**config.mk**
```make
export PLATFORM = sky130hd
export DESIGN_NAME = magnetometer_compass_heading_flat
export DESIGN_NICKNAME = d
export VERILOG_FILES = /design/src/hw/rtl/mch_pkg.sv /design/src/hw/rtl/mch_req_if.sv /design/src/hw/rtl/mch_rsp_if.sv /design/src/hw/rtl/magnetometer_compass_heading.sv /design/src/hw/rtl/mch_cordic.sv /design/src/flat_wrapper.sv
export SDC_FILE = /design/constraint.sdc
export NUM_CORES = 2
export LEC_CHECK = 0
export ABC_CLOCK_PERIOD_IN_PS = 7180
export BUFFER_PORTS_ARGS = -buffer_cell sky130_fd_sc_hd__buf_2
export CAP_MARGIN = 20
export CORE_ASPECT_RATIO = 0.75
export CORE_MARGIN = 2
export CORE_UTILIZATION = 45
export DETAILED_ROUTE_END_ITERATION = 8
export GPL_TIMING_DRIVEN = 0
export PLACE_DENSITY_LB_ADDON = 0.1
export SLEW_MARGIN = 10
export SYNTH_ARGS = -nofsm -noshare
export SYNTH_HDL_FRONTEND = slang
export SYNTH_SLANG_ARGS = --single-unit
export TNS_END_PERCENT = 100
```
**constraint.sdc**
```tcl
create_clock -name clock -period 7.18 [get_ports clock]
set_clock_uncertainty 0.05 [all_clocks]
set_input_delay 1.436 -clock clock [delete_from_list [all_inputs] [get_ports clock]]
set_output_delay 1.436 -clock clock [all_outputs]
set_load 0.03 [all_outputs]
```
**src/hw/rtl/mch_pkg.sv**
```systemverilog
package mch_pkg;

   // Angles in hundredths of a degree
   localparam int FULL_TURN    = 36000;
   localparam int HALF_TURN    = 18000;
   localparam int QUARTER_TURN = 9000;
   localparam int EIGHTH_TURN  = 4500;
   localparam logic signed [15:0] DECL_RESET = 16'sd1282;

   // Normalized vector magnitude reaches at least 2^NORM_BIT
   localparam int NORM_BIT  = 49;
   localparam int ANGLE_W   = 32;
   localparam int TABLE_LEN = 24;

   typedef enum logic [1:0] {
      ACT_SAMPLE      = 2'd0,
      ACT_END_CAL     = 2'd1,
      ACT_SET_NORTH   = 2'd2,
      ACT_RESET_NORTH = 2'd3
   } action_type;

   typedef enum logic [2:0] {
      ST_IDLE, ST_MUL, ST_START, ST_ROT, ST_SCALE, ST_SUM, ST_WRAP, ST_OUT
   } top_state_type;

   typedef enum logic [1:0] {
      C_IDLE, C_NORM, C_ROT
   } cordic_state_type;

   // atan(2^-i) as a binary angle, 2^32 is a full turn
   function automatic logic [ANGLE_W-1:0] atan_step(input logic [4:0] idx);
      logic [ANGLE_W-1:0] v;
      case (idx)
         5'd0:  v = 32'd536870912;
         5'd1:  v = 32'd316933406;
         5'd2:  v = 32'd167458907;
         5'd3:  v = 32'd85004756;
         5'd4:  v = 32'd42667331;
         5'd5:  v = 32'd21354465;
         5'd6:  v = 32'd10679838;
         5'd7:  v = 32'd5340245;
         5'd8:  v = 32'd2670163;
         5'd9:  v = 32'd1335087;
         5'd10: v = 32'd667544;
         5'd11: v = 32'd333772;
         5'd12: v = 32'd166886;
         5'd13: v = 32'd83443;
         5'd14: v = 32'd41722;
         5'd15: v = 32'd20861;
         5'd16: v = 32'd10430;
         5'd17: v = 32'd5215;
         5'd18: v = 32'd2608;
         5'd19: v = 32'd1304;
         5'd20: v = 32'd652;
         5'd21: v = 32'd326;
         5'd22: v = 32'd163;
         5'd23: v = 32'd81;
         default: v = '0;
      endcase
      return v;
   endfunction

endpackage

```
**src/hw/rtl/mch_req_if.sv**
```systemverilog
interface mch_req_if #(parameter int SAMPLE_BITS = 20);
   logic                          valid;
   logic                          ready;
   logic [1:0]                    action;
   logic signed [SAMPLE_BITS-1:0] mag_x;
   logic signed [SAMPLE_BITS-1:0] mag_y;

   modport source (output valid, action, mag_x, mag_y, input ready);
   modport sink   (input valid, action, mag_x, mag_y, output ready);
endinterface

```
**src/hw/rtl/mch_rsp_if.sv**
```systemverilog
interface mch_rsp_if;
   logic               valid;
   logic               ready;
   logic               heading_valid;
   logic [15:0]        heading;
   logic [1:0]         sector;
   logic signed [15:0] north_correction;

   modport source (output valid, heading_valid, heading, sector, north_correction,
                   input ready);
   modport sink   (input valid, heading_valid, heading, sector, north_correction,
                   output ready);
endinterface

```
**src/hw/rtl/magnetometer_compass_heading.sv**
```systemverilog
// Compass heading from hard-iron calibrated magnetometer X/Y samples.
// Calibrating: an accepted request goes straight to the output state, where its response is registered.
// Calibrated: shift-add scaling, a start state, normalization shifts, CORDIC_STEPS rotation steps,
// a hand-off state, then scaling to hundredths, the declination sum, the wrap and the output state.
// One request at a time; the next is accepted as soon as the result is registered.
// Synchronous reset: calibration mode, empty min/max, north offset 0, declination 12.82.
module magnetometer_compass_heading
   import mch_pkg::*;
#(
   parameter int SAMPLE_BITS  = 20,
   parameter int CORDIC_STEPS = 16
) (
   input  logic               clock,
   input  logic               reset,
   mch_req_if.sink            req_chan,
   mch_rsp_if.source          rsp_chan,
   input  logic               csr_wr_en,
   input  logic signed [15:0] csr_wr_data
);

   localparam int SB  = SAMPLE_BITS;
   localparam int MW  = SB + 1;
   localparam int MCW = $clog2(MW);
   localparam int CXW = SB + 2;
   localparam int PW  = 2 * SB + 3;
   localparam int CW  = ((PW > 51) ? PW : 51) + 3;
   localparam logic signed [17:0] FULL_S  = 18'(FULL_TURN);
   localparam logic signed [17:0] HALF_S  = 18'(HALF_TURN);

   top_state_type        state_ff, state_in;
   logic                 cal_ff, cal_in;
   logic signed [SB-1:0] min_x_ff, min_x_in, min_y_ff, min_y_in;
   logic signed [SB-1:0] max_x_ff, max_x_in, max_y_ff, max_y_in;
   logic signed [15:0]   decl_ff, off_ff, off_in;
   logic [1:0]           action_ff, action_in;
   logic [MCW-1:0]       cnt_ff, cnt_in;
   logic signed [PW-1:0] px_ff, px_in, py_ff, py_in;
   logic signed [PW-1:0] mc_x_ff, mc_x_in, mc_y_ff, mc_y_in;
   logic [MW-1:0]        mp_x_ff, mp_x_in, mp_y_ff, mp_y_in;
   logic [ANGLE_W-1:0]   ang_ff, ang_in;
   logic [15:0]          raw_ff, raw_in;
   logic signed [17:0]   h_ff, h_in;
   logic                 hv_ff, hv_in;
   logic                 rv_ff, rv_in;
   logic                 rhv_ff, rhv_in;
   logic [15:0]          rhdg_ff, rhdg_in;
   logic [1:0]           rsec_ff, rsec_in;
   logic signed [15:0]   rnc_ff, rnc_in;

   logic signed [SB:0]   sx_d, sy_d;
   logic [MW-1:0]        span_x, span_y;
   logic signed [CXW-1:0] cx, cy;
   logic [47:0]          prod;
   logic signed [17:0]   neg_h;
   logic                 c_start, c_done;
   logic [ANGLE_W-1:0]   c_angle;

   assign req_chan.ready            = (state_ff == ST_IDLE);
   assign rsp_chan.valid            = rv_ff;
   assign rsp_chan.heading_valid    = rhv_ff;
   assign rsp_chan.heading          = rhdg_ff;
   assign rsp_chan.sector           = rsec_ff;
   assign rsp_chan.north_correction = rnc_ff;

   mch_cordic #(.PW(PW), .CW(CW), .STEPS(CORDIC_STEPS)) u_cordic (
      .clock (clock),
      .reset (reset),
      .start (c_start),
      .px    (px_ff),
      .py    (py_ff),
      .done  (c_done),
      .angle (c_angle)
   );

   always_comb begin
      // hard-iron offsets and spans from the frozen min/max
      sx_d   = (SB+1)'(max_x_ff) - (SB+1)'(min_x_ff);
      sy_d   = (SB+1)'(max_y_ff) - (SB+1)'(min_y_ff);
      span_x = (sx_d > 0) ? MW'(sx_d) : MW'(1);
      span_y = (sy_d > 0) ? MW'(sy_d) : MW'(1);
      cx = (CXW'(req_chan.mag_x) <<< 1) - (CXW'(max_x_ff) + CXW'(min_x_ff));
      cy = (CXW'(req_chan.mag_y) <<< 1) - (CXW'(max_y_ff) + CXW'(min_y_ff));
      prod  = {16'd0, ang_ff} * 48'(FULL_TURN) + 48'h0000_8000_0000;
      neg_h = -h_ff;

      state_in  = state_ff;
      cal_in    = cal_ff;
      min_x_in  = min_x_ff;
      min_y_in  = min_y_ff;
      max_x_in  = max_x_ff;
      max_y_in  = max_y_ff;
      off_in    = off_ff;
      action_in = action_ff;
      cnt_in    = cnt_ff;
      px_in     = px_ff;
      py_in     = py_ff;
      mc_x_in   = mc_x_ff;
      mc_y_in   = mc_y_ff;
      mp_x_in   = mp_x_ff;
      mp_y_in   = mp_y_ff;
      ang_in    = ang_ff;
      raw_in    = raw_ff;
      h_in      = h_ff;
      hv_in     = hv_ff;
      rv_in     = rv_ff & ~rsp_chan.ready;
      rhv_in    = rhv_ff;
      rhdg_in   = rhdg_ff;
      rsec_in   = rsec_ff;
      rnc_in    = rnc_ff;
      c_start   = 1'b0;

      case (state_ff)
         ST_IDLE: begin
            if (req_chan.valid) begin
               action_in = req_chan.action;
               if (cal_ff) begin
                  // track extremes, result is an invalid heading
                  if (req_chan.mag_x < min_x_ff) min_x_in = req_chan.mag_x;
                  if (req_chan.mag_y < min_y_ff) min_y_in = req_chan.mag_y;
                  if (req_chan.mag_x > max_x_ff) max_x_in = req_chan.mag_x;
                  if (req_chan.mag_y > max_y_ff) max_y_in = req_chan.mag_y;
                  if (req_chan.action != ACT_SAMPLE) cal_in = 1'b0;
                  hv_in    = 1'b0;
                  h_in     = '0;
                  state_in = ST_OUT;
               end else begin
                  hv_in    = 1'b1;
                  px_in    = '0;
                  py_in    = '0;
                  mc_x_in  = PW'(cy);
                  mp_x_in  = span_x;
                  mc_y_in  = PW'(cx);
                  mp_y_in  = span_y;
                  cnt_in   = '0;
                  state_in = ST_MUL;
               end
            end
         end
         // shift-add scaling, one multiplier bit per cycle
         ST_MUL: begin
            if (mp_x_ff[0]) px_in = px_ff + mc_x_ff;
            if (mp_y_ff[0]) py_in = py_ff + mc_y_ff;
            mc_x_in = mc_x_ff <<< 1;
            mc_y_in = mc_y_ff <<< 1;
            mp_x_in = mp_x_ff >> 1;
            mp_y_in = mp_y_ff >> 1;
            cnt_in  = cnt_ff + MCW'(1);
            if (cnt_ff == MCW'(MW-1)) state_in = ST_START;
         end
         ST_START: begin
            if ((px_ff == '0) && (py_ff == '0)) begin
               ang_in   = '0;
               state_in = ST_SCALE;
            end else begin
               c_start  = 1'b1;
               state_in = ST_ROT;
            end
         end
         ST_ROT: begin
            if (c_done) begin
               ang_in   = c_angle;
               state_in = ST_SCALE;
            end
         end
         // binary angle to hundredths of a degree, rounded
         ST_SCALE: begin
            raw_in   = prod[47:32];
            state_in = ST_SUM;
         end
         ST_SUM: begin
            h_in = ((raw_ff == 16'(FULL_TURN)) ? 18'sd0 : 18'(raw_ff))
                   + 18'(decl_ff) + 18'(off_ff);
            state_in = ST_WRAP;
         end
         // bring the sum into one turn, one correction per cycle
         ST_WRAP: begin
            if (h_ff < 0)            h_in = h_ff + FULL_S;
            else if (h_ff >= FULL_S) h_in = h_ff - FULL_S;
            else                     state_in = ST_OUT;
         end
         ST_OUT: begin
            if (!rv_ff || rsp_chan.ready) begin
               rv_in   = 1'b1;
               rhv_in  = hv_ff;
               rhdg_in = 16'(h_ff);
               if (!hv_ff || h_ff < 18'(EIGHTH_TURN))                 rsec_in = 2'd0;
               else if (h_ff < 18'(EIGHTH_TURN + QUARTER_TURN))       rsec_in = 2'd1;
               else if (h_ff < 18'(EIGHTH_TURN + 2 * QUARTER_TURN))   rsec_in = 2'd2;
               else if (h_ff < 18'(EIGHTH_TURN + 3 * QUARTER_TURN))   rsec_in = 2'd3;
               else                                                   rsec_in = 2'd0;
               rnc_in = off_ff;
               if (hv_ff && action_ff == ACT_SET_NORTH) begin
                  off_in = (neg_h <= -HALF_S) ? 16'(neg_h + FULL_S) : 16'(neg_h);
                  rnc_in = off_in;
               end else if (hv_ff && action_ff == ACT_RESET_NORTH) begin
                  off_in = '0;
                  rnc_in = '0;
               end
               state_in = ST_IDLE;
            end
         end
         default: state_in = ST_IDLE;
      endcase
   end

   always_ff @(posedge clock) begin
      if (reset) begin
         state_ff <= ST_IDLE;
         cal_ff   <= 1'b1;
         min_x_ff <= {1'b0, {(SB-1){1'b1}}};
         min_y_ff <= {1'b0, {(SB-1){1'b1}}};
         max_x_ff <= {1'b1, {(SB-1){1'b0}}};
         max_y_ff <= {1'b1, {(SB-1){1'b0}}};
         off_ff   <= '0;
         decl_ff  <= DECL_RESET;
         rv_ff    <= 1'b0;
      end else begin
         state_ff <= state_in;
         cal_ff   <= cal_in;
         min_x_ff <= min_x_in;
         min_y_ff <= min_y_in;
         max_x_ff <= max_x_in;
         max_y_ff <= max_y_in;
         off_ff   <= off_in;
         if (csr_wr_en) decl_ff <= csr_wr_data;
         rv_ff    <= rv_in;
      end
      action_ff <= action_in;
      cnt_ff    <= cnt_in;
      px_ff     <= px_in;
      py_ff     <= py_in;
      mc_x_ff   <= mc_x_in;
      mc_y_ff   <= mc_y_in;
      mp_x_ff   <= mp_x_in;
      mp_y_ff   <= mp_y_in;
      ang_ff    <= ang_in;
      raw_ff    <= raw_in;
      h_ff      <= h_in;
      hv_ff     <= hv_in;
      rhv_ff    <= rhv_in;
      rhdg_ff   <= rhdg_in;
      rsec_ff   <= rsec_in;
      rnc_ff    <= rnc_in;
   end

endmodule

```
**src/hw/rtl/mch_cordic.sv**
```systemverilog
module mch_cordic
   import mch_pkg::*;
#(
   parameter int PW    = 43,
   parameter int CW    = 54,
   parameter int STEPS = 16
) (
   input  logic                  clock,
   input  logic                  reset,
   input  logic                  start,
   input  logic signed [PW-1:0]  px,
   input  logic signed [PW-1:0]  py,
   output logic                  done,
   output logic [ANGLE_W-1:0]    angle
);

   localparam int SW = $clog2(STEPS);
   localparam logic [CW-1:0] LIMIT =
      {{(CW-NORM_BIT-1){1'b0}}, 1'b1, {NORM_BIT{1'b0}}};

   cordic_state_type     state_ff, state_in;
   logic signed [CW-1:0] x_ff, x_in, y_ff, y_in;
   logic [ANGLE_W-1:0]   z_ff, z_in;
   logic [SW-1:0]        step_ff, step_in;
   logic                 done_ff, done_in;
   logic [CW-1:0]        abs_x, abs_y;
   logic signed [CW-1:0] dx, dy;
   logic                 big;

   assign done  = done_ff;
   assign angle = z_ff;

   always_comb begin
      abs_x = x_ff[CW-1] ? CW'(-x_ff) : CW'(x_ff);
      abs_y = y_ff[CW-1] ? CW'(-y_ff) : CW'(y_ff);
      big   = (abs_x >= LIMIT) || (abs_y >= LIMIT);
      dx    = y_ff >>> step_ff;
      dy    = x_ff >>> step_ff;

      state_in = state_ff;
      x_in     = x_ff;
      y_in     = y_ff;
      z_in     = z_ff;
      step_in  = step_ff;
      done_in  = 1'b0;
      case (state_ff)
         C_IDLE: begin
            if (start) begin
               x_in     = CW'(px);
               y_in     = CW'(py);
               z_in     = '0;
               state_in = C_NORM;
            end
         end
         // one left shift per cycle until the larger axis is big enough
         C_NORM: begin
            if (big) begin
               step_in  = '0;
               state_in = C_ROT;
               if (x_ff[CW-1]) begin
                  x_in = -x_ff;
                  y_in = -y_ff;
                  z_in = {1'b1, {(ANGLE_W-1){1'b0}}};
               end
            end else begin
               x_in = x_ff <<< 1;
               y_in = y_ff <<< 1;
            end
         end
         // one vectoring micro-rotation per cycle
         C_ROT: begin
            if (!y_ff[CW-1]) begin
               x_in = x_ff + dx;
               y_in = y_ff - dy;
               z_in = z_ff + atan_step(5'(step_ff));
            end else begin
               x_in = x_ff - dx;
               y_in = y_ff + dy;
               z_in = z_ff - atan_step(5'(step_ff));
            end
            step_in = step_ff + SW'(1);
            if (step_ff == SW'(STEPS-1)) begin
               done_in  = 1'b1;
               state_in = C_IDLE;
            end
         end
         default: state_in = C_IDLE;
      endcase
   end

   always_ff @(posedge clock) begin
      if (reset) begin
         state_ff <= C_IDLE;
         done_ff  <= 1'b0;
      end else begin
         state_ff <= state_in;
         done_ff  <= done_in;
      end
      x_ff    <= x_in;
      y_ff    <= y_in;
      z_ff    <= z_in;
      step_ff <= step_in;
   end

endmodule

```
**src/flat_wrapper.sv**
```systemverilog
// flat-port wrapper written by rule: the top's interface ports become plain ports
module magnetometer_compass_heading_flat import mch_pkg::*;
#(
   parameter int SAMPLE_BITS  = 20,
   parameter int CORDIC_STEPS = 16
)
  (clock, reset, csr_wr_en, csr_wr_data, req_chan_valid, req_chan_action, req_chan_mag_x, req_chan_mag_y, req_chan_ready, rsp_chan_valid, rsp_chan_heading_valid, rsp_chan_heading, rsp_chan_sector, rsp_chan_north_correction, rsp_chan_ready);
  mch_req_if #(.SAMPLE_BITS(SAMPLE_BITS)) req_chan_i ();
  mch_rsp_if rsp_chan_i ();
  input  logic clock;
  input  logic reset;
  input  logic csr_wr_en;
  input  logic signed [15:0] csr_wr_data;
  input wire logic [$bits(req_chan_i.valid)-1:0] req_chan_valid;
  input wire logic [$bits(req_chan_i.action)-1:0] req_chan_action;
  input wire logic [$bits(req_chan_i.mag_x)-1:0] req_chan_mag_x;
  input wire logic [$bits(req_chan_i.mag_y)-1:0] req_chan_mag_y;
  output wire logic [$bits(req_chan_i.ready)-1:0] req_chan_ready;
  output wire logic [$bits(rsp_chan_i.valid)-1:0] rsp_chan_valid;
  output wire logic [$bits(rsp_chan_i.heading_valid)-1:0] rsp_chan_heading_valid;
  output wire logic [$bits(rsp_chan_i.heading)-1:0] rsp_chan_heading;
  output wire logic [$bits(rsp_chan_i.sector)-1:0] rsp_chan_sector;
  output wire logic [$bits(rsp_chan_i.north_correction)-1:0] rsp_chan_north_correction;
  input wire logic [$bits(rsp_chan_i.ready)-1:0] rsp_chan_ready;
  assign req_chan_i.valid = req_chan_valid;
  assign req_chan_i.action = req_chan_action;
  assign req_chan_i.mag_x = req_chan_mag_x;
  assign req_chan_i.mag_y = req_chan_mag_y;
  assign req_chan_ready = req_chan_i.ready;
  assign rsp_chan_valid = rsp_chan_i.valid;
  assign rsp_chan_heading_valid = rsp_chan_i.heading_valid;
  assign rsp_chan_heading = rsp_chan_i.heading;
  assign rsp_chan_sector = rsp_chan_i.sector;
  assign rsp_chan_north_correction = rsp_chan_i.north_correction;
  assign rsp_chan_i.ready = rsp_chan_ready;
  magnetometer_compass_heading #(.SAMPLE_BITS(SAMPLE_BITS), .CORDIC_STEPS(CORDIC_STEPS)) u_core (.clock(clock), .reset(reset), .req_chan(req_chan_i), .rsp_chan(rsp_chan_i), .csr_wr_en(csr_wr_en), .csr_wr_data(csr_wr_data));
endmodule
```
==> flow_summary.html <==
<table>
<tr><th>Metric</th><th>Value</th></tr>
<tr><th colspan="2">Logic synthesis</th></tr>
<tr><td>Cell types occupying the most area after synthesis</td><td>edfxtp_1 (22%), ha_1 (13%), dfxtp_1 (4.7%)</td></tr>
<tr><td>Share of the yosys chip area belonging to registers</td><td>26.89%</td></tr>
<tr><td>Netlist area before placement</td><td>63320 µm²</td></tr>
<tr><td>Synthesized instance count</td><td>roughly 7100</td></tr>
<tr><td>Total of flip-flops plus latches after synthesis</td><td>a little over 600</td></tr>
<tr><td>Synth Warn #</td><td>0</td></tr>
<tr><td>Netlist cell types</td><td>110</td></tr>
<tr><td>Average instance area after synthesis</td><td>8.934 µm²</td></tr>
<tr><td>Number of synthesized flops with an enable pin</td><td>467</td></tr>
<tr><td>Most used DFF post-synth</td><td>edfxtp_1</td></tr>
<tr><td>Cell accounting for the most synthesized area</td><td>edfxtp_1</td></tr>
<tr><td>Synth async-reset ratio</td><td>0%</td></tr>
<tr><td>Synth top area share</td><td>22.15%</td></tr>
<tr><th colspan="2">Placed design</th></tr>
<tr><td>Number of placed cells counting well taps</td><td>9089</td></tr>
<tr><td>Final Wtd Congestion</td><td>between 1 and 1.5</td></tr>
<tr><td>Number of buffers inserted by port buffering</td><td>97</td></tr>
<tr><td>Placement Setup Slack</td><td>-4.352 ns</td></tr>
<tr><td>Total half-perimeter wirelength after legalization and detailed placement</td><td>around 190000 µm</td></tr>
<tr><td>Placed inst area</td><td>66670 µm²</td></tr>
<tr><th colspan="2">Worst setup path</th></tr>
<tr><td>Number of buffers and inverters on the critical path</td><td>14</td></tr>
<tr><td>Largest stage delay, worst path</td><td>about 0.43 ns</td></tr>
<tr><td>Capture point of the worst reg-to-reg path</td><td>u_core.u_cordic.x_ff[51]</td></tr>
<tr><td>Top fanout value on the critical path</td><td>10</td></tr>
<tr><td>Worst endpoint data arrival time</td><td>7.48 ns</td></tr>
<tr><td>Crit Reg-Reg Startpoint</td><td>u_core.u_cordic.step_ff[3]</td></tr>
<tr><td>Critical Setup Path Class</td><td>flop to flop</td></tr>
<tr><td>Worst Reg2Reg Path Length in Cells</td><td>33</td></tr>
<tr><td>Worst R2R Setup Slack</td><td>0.09 ns</td></tr>
<tr><td>Family with the most delay on the worst path</td><td>buffers and inverters</td></tr>
<tr><td>Cell repeated most along the worst path</td><td>buf_4</td></tr>
<tr><td>Category of the worst setup path launch point</td><td>flop</td></tr>
<tr><td>Worst setup EP type</td><td>flop</td></tr>
<tr><td>Critical path's slowest cell</td><td>xor2_2</td></tr>
<tr><td>Worst endpoint required time</td><td>around 7.6 ns</td></tr>
<tr><th colspan="2">Routing</th></tr>
<tr><td>DR vias</td><td>~58000</td></tr>
<tr><td>Post-detailed-route count of antenna-violating nets</td><td>0</td></tr>
<tr><td>Post-detailed-routing wire length</td><td>roughly 240000 µm</td></tr>
<tr><td>Number of violations reported at the end of detailed-routing iteration 0</td><td>6556</td></tr>
<tr><td>Average vias per placed instance</td><td>6.257</td></tr>
<tr><td>Average detailed-routed wire length per instance</td><td>around 26 µm</td></tr>
<tr><td>Detailed-routing iteration count for the pre-antenna-repair pass</td><td>9</td></tr>
<tr><td>DRC</td><td>0</td></tr>
<tr><th colspan="2">Cells and area</th></tr>
<tr><td>Final net count</td><td>8176</td></tr>
<tr><td>Final Util</td><td>50.35%</td></tr>
<tr><td>Post-route non-filler standard cell count</td><td>~9000</td></tr>
<tr><td>Final instance area</td><td>70540 µm²</td></tr>
<tr><td>Layout Area Growth over Synthesis</td><td>11.39%</td></tr>
<tr><td>Proportion of layout cells with a drive suffix above 1</td><td>9.721%</td></tr>
<tr><th colspan="2">STA</th></tr>
<tr><td>Number of hold-slack violations in the final timing report</td><td>0</td></tr>
<tr><td>Number of max-slew violations in the final report</td><td>0</td></tr>
<tr><td>Highest attainable clock frequency</td><td>approximately 140 MHz</td></tr>
<tr><td>Setup violations, final</td><td>0</td></tr>
<tr><td>Tightest slew margin relative to the limit</td><td>10.65%</td></tr>
<tr><td>Portion of the clock cycle consumed by the worst path in the final layout</td><td>98.75%</td></tr>
<tr><td>Post-layout minimum cycle time</td><td>7.090 ns</td></tr>
<tr><td>Setup ws final</td><td>0.09007 ns</td></tr>
<tr><td>Setup repair after global routing missed its margin</td><td>yes</td></tr>
<tr><td>Pin slew with the least headroom to its limit</td><td>1.340 ns</td></tr>
<tr><th colspan="2">Min path</th></tr>
<tr><td>Min-Delay Path Class</td><td>flop to flop</td></tr>
<tr><td>Launch instance of the worst min-delay path</td><td>u_core.h_ff[9]</td></tr>
<tr><td>Capture endpoint of the worst hold path</td><td>u_core.rsp_chan.heading[9]</td></tr>
<tr><td>Hold depth</td><td>0</td></tr>
<tr><th colspan="2">Die</th></tr>
<tr><td>Initial Util</td><td>45.20%</td></tr>
<tr><td>Floorplan core area</td><td>140100 µm²</td></tr>
<tr><td>Die area</td><td>143800 µm²</td></tr>
<tr><td>Total I/O pin count</td><td>100</td></tr>
<tr><td>Die height</td><td>328.9 µm</td></tr>
<tr><td>Die span in x</td><td>around 440 µm</td></tr>
<tr><td># rows</td><td>between 100 and 150</td></tr>
<tr><th colspan="2">Clock tree</th></tr>
<tr><td>CTS tree</td><td>done</td></tr>
<tr><td>Source-to-sink clock delay at the later pin of the worst-skew pair</td><td>0.73 ns</td></tr>
<tr><td>Clock buffers created by TritonCTS</td><td>73</td></tr>
<tr><td>Root buffer selected by CTS</td><td>clkbuf_16</td></tr>
<tr><td>TritonCTS sink count</td><td>617</td></tr>
<tr><td>Clock input transition at the sequential cells of the worst setup and hold paths</td><td>0.08 ns</td></tr>
<tr><td>Largest buffer count on any clock path</td><td>3</td></tr>
<tr><td>Hold Buf Count CTS</td><td>0</td></tr>
<tr><td>CTS H-Tree Depth</td><td>3</td></tr>
<tr><th colspan="2">Outcome</th></tr>
<tr><td>Outcome</td><td>complete, no violations</td></tr>
<tr><th colspan="2">GRT</th></tr>
<tr><td>Via count of the first global-routing pass</td><td>53838</td></tr>
<tr><td>Overall track demand over capacity in global routing</td><td>33.17%</td></tr>
<tr><td>Antenna violations before repair</td><td>7</td></tr>
<tr><td>Congestion Overflow GR</td><td>0</td></tr>
<tr><td>Wire length of the first global-routing pass</td><td>358900 µm</td></tr>
<tr><td>Maximum number of pins on one net before global-route repair</td><td>85</td></tr>
<tr><th colspan="2">Job</th></tr>
<tr><td>Maximum Capacitance Violations</td><td>0</td></tr>
</table>
-- routing by layer --
metal	GRT usage, %	vias up	wire (µm)
li1	-	26475	-
met1	49.35	28253	112900
met2	45.79	2872	95870
met3	10.18	357	27350
met4	9.055	6	7491
met5	0	-	133
-- state kept, by name (all words and copies together) (netlist names), 3 cells and up, named ones only --
name / count
u_core.u_cordic.x_ff: 54
u_core.u_cordic.y_ff: 54
u_core.mc_x_ff: 43
u_core.mc_y_ff: 43
u_core.px_ff: 43
u_core.py_ff: 43
u_core.ang_ff: 32
u_core.u_cordic.angle: 32
u_core.mp_x_ff: 21
u_core.mp_y_ff: 21
u_core.max_x_ff: 20
u_core.max_y_ff: 20
u_core.min_x_ff: 20
u_core.min_y_ff: 20
u_core.h_ff: 18
u_core.decl_ff: 16
u_core.off_ff: 16
u_core.raw_ff: 16
u_core.rsp_chan.heading: 16
u_core.rsp_chan.north_correction: 16
u_core.cnt_ff: 5
u_core.u_cordic.step_ff: 4
u_core.state_ff: 3
-- worst max-delay path by stage --
stage | slack [ns] | start | to | cells past startpoint
global route | -0.04 | u_core.u_cordic.step_ff[2] | u_core.u_cordic.y_ff[41] | 28
finish | 0.09 | u_core.u_cordic.step_ff[3] | u_core.u_cordic.x_ff[51] | 33
global placement | -4.91 | u_core.u_cordic.step_ff[2] | u_core.u_cordic.x_ff[51] | 27
floorplan | 0.18 | u_core.u_cordic.step_ff[2] | u_core.u_cordic.y_ff[53] | 30
detailed placement | -4.35 | u_core.u_cordic.step_ff[2] | u_core.u_cordic.x_ff[50] | 26
CTS | 0.02 | u_core.u_cordic.step_ff[1] | u_core.u_cordic.x_ff[53] | 30
-- final cells by class --
class	instances	area, µm²
multi-input cells	5686	44040
fillers	13326	69570
flip-flops and latches	617	17030
clock inverters	33	420.4
well taps	1875	2346
diodes	3	7.507
repair buffers	168	1287
clock buffers	103	2014
inverters	401	1513
plain buffers	378	1889
-- synth_stat cells, types with 31 or more instances --
cell,count
fa_1,145
a31oi_1,91
mux2_2,71
dfxtp_1,150
or3_1,56
edfxtp_1,467
and2_1,73
nand3_1,109
nor2_1,756
o21a_1,63
inv_1,397
o21bai_1,51
nor4_1,57
nand2_1,511
o22ai_1,31
o21ai_0,367
nand4_1,65
nor3_1,154
a21o_1,248
clkbuf_1,295
mux4_2,88
buf_2,42
a21oi_1,531
and3_1,45
mux2i_1,171
o31ai_1,63
xor2_1,185
xnor2_1,287
a211oi_1,53
nor2b_1,73
ha_1,643
nand2b_1,89
buf_1,36
mux4_1,33
o211ai_1,52
-- placed cells by master, fill, tap and decap left out, drive strengths merged, types with 63 or more instances in the layout --
cell type,count
mux4,121
o21ai,376
xor2,185
a21o,248
edfxtp,467
a21oi,532
mux2i,172
nand3,109
nand2b,89
nor2b,73
mux2,71
nor3,154
buf,259
o21a,63
clkbuf,388
dfxtp,150
nand4,65
xnor2,287
and2,74
ha,643
inv,400
fa,145
nand2,513
nor2,756
o31ai,63
a31oi,92
-- through the flow --
step           TNS [ns]  hold WS, ns
3_3_place_gp    -511.72       0.3829
5_1_grt        -0.09641       0.4178
4_1_cts               0       0.3962
2_1_floorplan         0       0.3744
3_5_place_dp    -245.63       0.3818
6_report              0       0.3944
-- cells by family (layout without fill, tap and decap cells) --
family / Yosys count / in the layout / synth area share, %
flops: 617 / 617 / 26.89
buf+inv: 786 / 1083 / 4.894
compound gates: 1903 / 1903 / 19.56
mux: 364 / 364 / 8.500
xor+xnor: 472 / 472 / 6.528
simple gates: 2157 / 2157 / 16.34
fa+ha+maj: 788 / 788 / 17.29
other cells: 1 / 5 / 0.005922
-- repair_timing --
| item | CTS | global route |
|---|---|---|
| gates resized for setup | 192 | 103 |
| pin swaps | 11 | 22 |
| buffers inserted | 15 | 20 |
| setup endpoints to repair | 105 | 52 |
Power is not shown: default switching activity piles up to over one toggle a cycle in this logic, so the estimate is an artifact.
